--- src/cwb_accmem.sv ---
// per-beam accumulator memory, read-modify-write
module cwb_accmem #(
  parameter int unsigned Beams = 8,
  parameter int unsigned BeamW = 3
) (
  input  logic             clk_i,
  input  logic             we_i,
  input  logic [BeamW-1:0] waddr_i,
  input  logic [79:0]      wdata_i,
  input  logic [BeamW-1:0] raddr_i,
  output logic [79:0]      rdata_o
);
  logic [79:0] mem [Beams];

  always_ff @(posedge clk_i) begin
    if (we_i) begin
      mem[waddr_i] <= wdata_i;
    end
    rdata_o <= mem[raddr_i];
  end
endmodule

--- config.mk ---
export PLATFORM = sky130hd
export DESIGN_NAME = cwb_accmem
export DESIGN_NICKNAME = d
export VERILOG_FILES = /design/src/cwb_accmem.sv
export SDC_FILE = /design/constraint.sdc
export NUM_CORES = 1
export LEC_CHECK = 0
export BUFFER_PORTS_ARGS = -buffer_cell sky130_fd_sc_hd__clkbuf_2
export CELL_PAD_IN_SITES_DETAIL_PLACEMENT = 0
export CELL_PAD_IN_SITES_GLOBAL_PLACEMENT = 1
export CORE_UTILIZATION = 53
export DETAILED_ROUTE_END_ITERATION = 8
export GPL_TIMING_DRIVEN = 0
export PLACE_DENSITY_LB_ADDON = 0.12
export SETUP_SLACK_MARGIN = 0.3
export SYNTH_ARGS = -nofsm -noshare
export SYNTH_HDL_FRONTEND = slang
export SYNTH_SLANG_ARGS = --single-unit
--- constraint.sdc ---
create_clock -name clk_i -period 8.5 [get_ports clk_i]
set_input_delay 1.275 -clock clk_i [delete_from_list [all_inputs] [get_ports clk_i]]
set_output_delay 1.275 -clock clk_i [all_outputs]
set_load 0.02 [all_outputs]
==> impl_metrics.prom <==
# TYPE chip_impl_metric gauge
chip_impl_info{name="rsz0062_at_grt",value="false"} 1
chip_impl_info{name="main_area_contributors_after_synthesis",value="edfxtp_1, mux4_2, dfxtp_1"} 1
chip_impl_metric{name="clkSlewWorstSetupHoldPaths",unit="ns"} 0.06
chip_impl_metric{name="globalRouteOverflowTotal",unit=""} 0
chip_impl_info{name="critPathTopFamily",value="buffers and inverters"} 1
chip_impl_info{name="cts_tree",value="built"} 1
chip_impl_metric{name="synthDominantCellAreaShare",unit=""} 0.749
chip_impl_metric{name="timing_hold_violations_final",unit=""} 0
chip_impl_metric{name="antennaDiodeCount",unit=""} 0
chip_impl_metric{name="core.rowCount",unit=""} 80
chip_impl_metric{name="floorplan.die_area",unit="mm^2"} 0.0493
chip_impl_metric{name="critPathMaxStageDelay",unit="ns"} 0.68
chip_impl_metric{name="pin_count_of_the_biggest_net_entering_global_routing",unit=""} 25
chip_impl_metric{name="syn-instance-count",unit=""} 1018
chip_impl_metric{name="synth.yosys.seq_area_share",unit=""} 0.812
chip_impl_metric{name="internal_power",unit="mW"} 5.89
chip_impl_metric{name="pwr_density_cell",unit="mW/mm^2"} 245
chip_impl_metric{name="drtAntennaViolNets",unit=""} 0
chip_impl_metric{name="fmaxAchievable",unit="MHz"} 350
chip_impl_metric{name="worst_pin_slew",unit="ns"} 0.990
chip_impl_metric{name="flow.area_growth_from_synthesis",unit="%"} 17.7
chip_impl_metric{name="number_of_global_route_vias_before_repair",unit=""} 11800
chip_impl_metric{name="synth-edff-count",unit=""} 640
chip_impl_metric{name="finalClockSkew",unit="ns"} 0.0173
chip_impl_info{name="timing.critical_path.mode_cell",value="buf_2"} 1
chip_impl_metric{name="global_route_wire_length_before_repair",unit="um"} 74700
chip_impl_metric{name="swShare",unit=""} 0.204
chip_impl_metric{name="drc_errors",unit=""} 0
chip_impl_metric{name="pwr-share-clk",unit=""} 0.395
chip_impl_metric{name="timing.final.setup_violations",unit=""} 0
chip_impl_info{name="netlist.top_cell.by_area",value="edfxtp_1"} 1
chip_impl_metric{name="die_w",unit="um"} 222
chip_impl_metric{name="initial_core_util",unit=""} 0.537
chip_impl_metric{name="cts.path.max_buffers",unit=""} 3
chip_impl_metric{name="nNetsFinal",unit=""} 1387
chip_impl_metric{name="sequential_fraction_of_design_power",unit=""} 0.546
chip_impl_info{name="crit_chain",value="buf_2, buf_2, clkbuf_1, mux4_2, mux2_2"} 1
chip_impl_metric{name="dpl_worst_slack",unit="ns"} 5.02
chip_impl_metric{name="final.fill_count",unit=""} 3247
chip_impl_metric{name="number_of_antenna_violations_at_the_first_check_in_global_routing",unit=""} 7
chip_impl_info{name="cpMaxStageDelayCell",value="clkbuf_1"} 1
chip_impl_metric{name="cap_viol_max_count",unit=""} 0
chip_impl_metric{name="synth-async-reset-ratio",unit=""} 0
chip_impl_metric{name="hpwlAfterDp",unit="um"} 30900
chip_impl_metric{name="power.ir.vdd_worst",unit="V"} 0.000184
chip_impl_info{name="synth_most_common_cell",value="edfxtp_1"} 1
chip_impl_metric{name="hold_buffers",unit=""} 0
chip_impl_metric{name="final_clock_period_utilization_by_the_worst_path",unit=""} 0.336
chip_impl_metric{name="average_routed_wire_per_standard_cell",unit="um"} 25.7
chip_impl_metric{name="place_inst",unit=""} 1841
chip_impl_metric{name="ys_ff_latch",unit=""} 720
chip_impl_metric{name="post-route-util",unit=""} 0.632
chip_impl_info{name="outcome",value="complete, no violations"} 1
chip_impl_metric{name="floorplan.io_pins",unit=""} 168
chip_impl_metric{name="synth.lib_cells_used.distinct",unit=""} 12
chip_impl_metric{name="syn-mean-instance-area",unit="um^2"} 25.2
chip_impl_metric{name="finalNonFillerCells",unit=""} 1967
chip_impl_metric{name="period_minus_slack",unit="ns"} 2.85
chip_impl_metric{name="gp_routability_congestion",unit=""} 0.704
chip_impl_metric{name="count_of_instances_resized_after_the_clock_tree_is_built",unit=""} 0
chip_impl_metric{name="netSwitchingPower",unit="mW"} 1.51
chip_impl_metric{name="synth.net_count",unit=""} 1106
chip_impl_metric{name="setup_total_negative_slack",unit="ns"} 0
chip_impl_metric{name="cp_max_fo",unit=""} 10
chip_impl_metric{name="sequential_cell_area",unit="mm^2"} 0.0208
chip_impl_metric{name="clock_insertion_delay_worst_skew",unit="ns"} 0.59
chip_impl_metric{name="p_comb_frac",unit=""} 0.060
chip_impl_info{name="synth_common_cells",value="edfxtp_1, mux4_2, dfxtp_1, mux2_2, buf_2"} 1
chip_impl_metric{name="slew_violations",unit=""} 0
chip_impl_metric{name="timing.critical_path.buf_inv",unit=""} 3
chip_impl_metric{name="io_buffers",unit=""} 164
chip_impl_metric{name="drt_iter0_drc",unit=""} 821
chip_impl_metric{name="die_y",unit="um"} 222
chip_impl_info{name="synthFlopType",value="edfxtp_1"} 1
chip_impl_metric{name="p_leak",unit="nW"} 10.1
chip_impl_metric{name="route.vias.total",unit=""} 11200
chip_impl_metric{name="slew_headroom",unit=""} 0.340
chip_impl_metric{name="postRouteWirelength",unit="um"} 50500
chip_impl_metric{name="worst-endpoint-required",unit="ns"} 8.96
chip_impl_info{name="root_buffer",value="clkbuf_16"} 1
chip_impl_metric{name="crit_arrival",unit="ns"} 3.32
chip_impl_info{name="critPathCaptureType",value="flip-flop"} 1
chip_impl_info{name="min_delay_worst_type",value="flip-flop to flip-flop"} 1
chip_impl_metric{name="drtPass1Iterations",unit=""} 5
chip_impl_metric{name="warning_count_from_the_yosys_run",unit=""} 0
chip_impl_metric{name="via_per_inst",unit=""} 5.70
chip_impl_metric{name="fin_ws",unit="ns"} 5.65
chip_impl_info{name="worstSetupStartpointType",value="input pin"} 1
chip_impl_metric{name="syn-cell-area",unit="mm^2"} 0.0257
chip_impl_metric{name="multi_input_comb_area",unit="mm^2"} 0.00462
chip_impl_metric{name="tritoncts_num_sinks",unit=""} 720
chip_impl_metric{name="cts.htree.levels",unit=""} 3
chip_impl_metric{name="tritoncts.num_buffers",unit=""} 71
chip_impl_metric{name="drive_above_1_share",unit=""} 0.425
chip_impl_metric{name="post_cts_buffers",unit=""} 0
chip_impl_metric{name="global_router_s_overall_resource_usage",unit=""} 0.211
chip_impl_metric{name="coreArea",unit="mm^2"} 0.0477
chip_impl_info{name="critical_path_class",value="input pin to flip-flop"} 1
## worst paths after layout
check / slack [ns] / from / depth (start not counted) / endpoint
hold / removal: 0.68 / mem[2][78] / 2 / rdata_o[78]
hold reg to reg: 0.68 / mem[2][78] / 2 / rdata_o[78]
setup / recovery: 5.65 / raddr_i[2] / 5 / rdata_o[44]
setup reg to reg: 7.24 / mem[7][26] / 2 / rdata_o[26]
## kinds of logic (layout without fill, tap and decap cells)
family / Yosys count / count (layout) / share of synthesized area
AND/OR/NAND/NOR: 13 / 13 / 0.00229
buffers and inverters: 45 / 379 / 0.0106
multiplexers: 240 / 240 / 0.176
flip-flops: 720 / 720 / 0.812
## layout by cell type, fill, tap and decap left out, drive strengths merged
master,count
mux4,160
clkbuf,284
mux2,80
dfxtp,80
edfxtp,640
bufinv,2
nor3,2
buf,74
nand2b,3
nor2,6
nand2,2
clkinv,19
## final cells by class
cell class | count | area share
clock inverter | 21 | 0.00472
sequential | 720 | 0.690
multi-input combinational | 253 | 0.153
clock buffer | 105 | 0.0668
timing repair buffer | 208 | 0.0514
tap | 615 | 0.0255
buffer | 45 | 0.00899
## state kept, by name, indices dropped and copies added, names as in the netlist
register  cells
mem         640
rdata_o      80
## power groups by stage
stage	Combinational [mW]	Sequential, mW	Clock [mW]
final	0.442	4.04	2.92
after global routing	0.472	4.05	3.12
after CTS	0.451	4.04	2.99
after detailed placement	0.450	4.11	0
after global placement	0.420	4.12	0
after floorplan	0.208	4.16	0
## metal layers
| layer | vias up | part of all wire | global-route usage |
|---|---|---|---|
| li1 | 4881 | - | - |
| met1 | 5938 | 0.43 | 0.296 |
| met2 | 300 | 0.49 | 0.333 |
| met3 | 81 | 0.062 | 0.0502 |
| met4 | 12 | 0.019 | 0.0654 |
| met5 | - | 0.0014 | 0 |
## per-stage QoR
stage	area, um^2	hold slack, ns	total power [mW]
floorplan	25700	0.657	4.37
detailed placement	28000	0.671	4.56
global placement	27200	0.663	4.54
CTS	30200	0.682	7.48
finish	30200	0.679	7.40
global route	30200	0.697	7.63
## tightest hold or removal path: cells and delay by family, from the launching register on
family  cells  cell delay, ns
muxes       2            0.34
DFF         1            0.31
No activity file was read; power rests on OpenSTA's default activity.
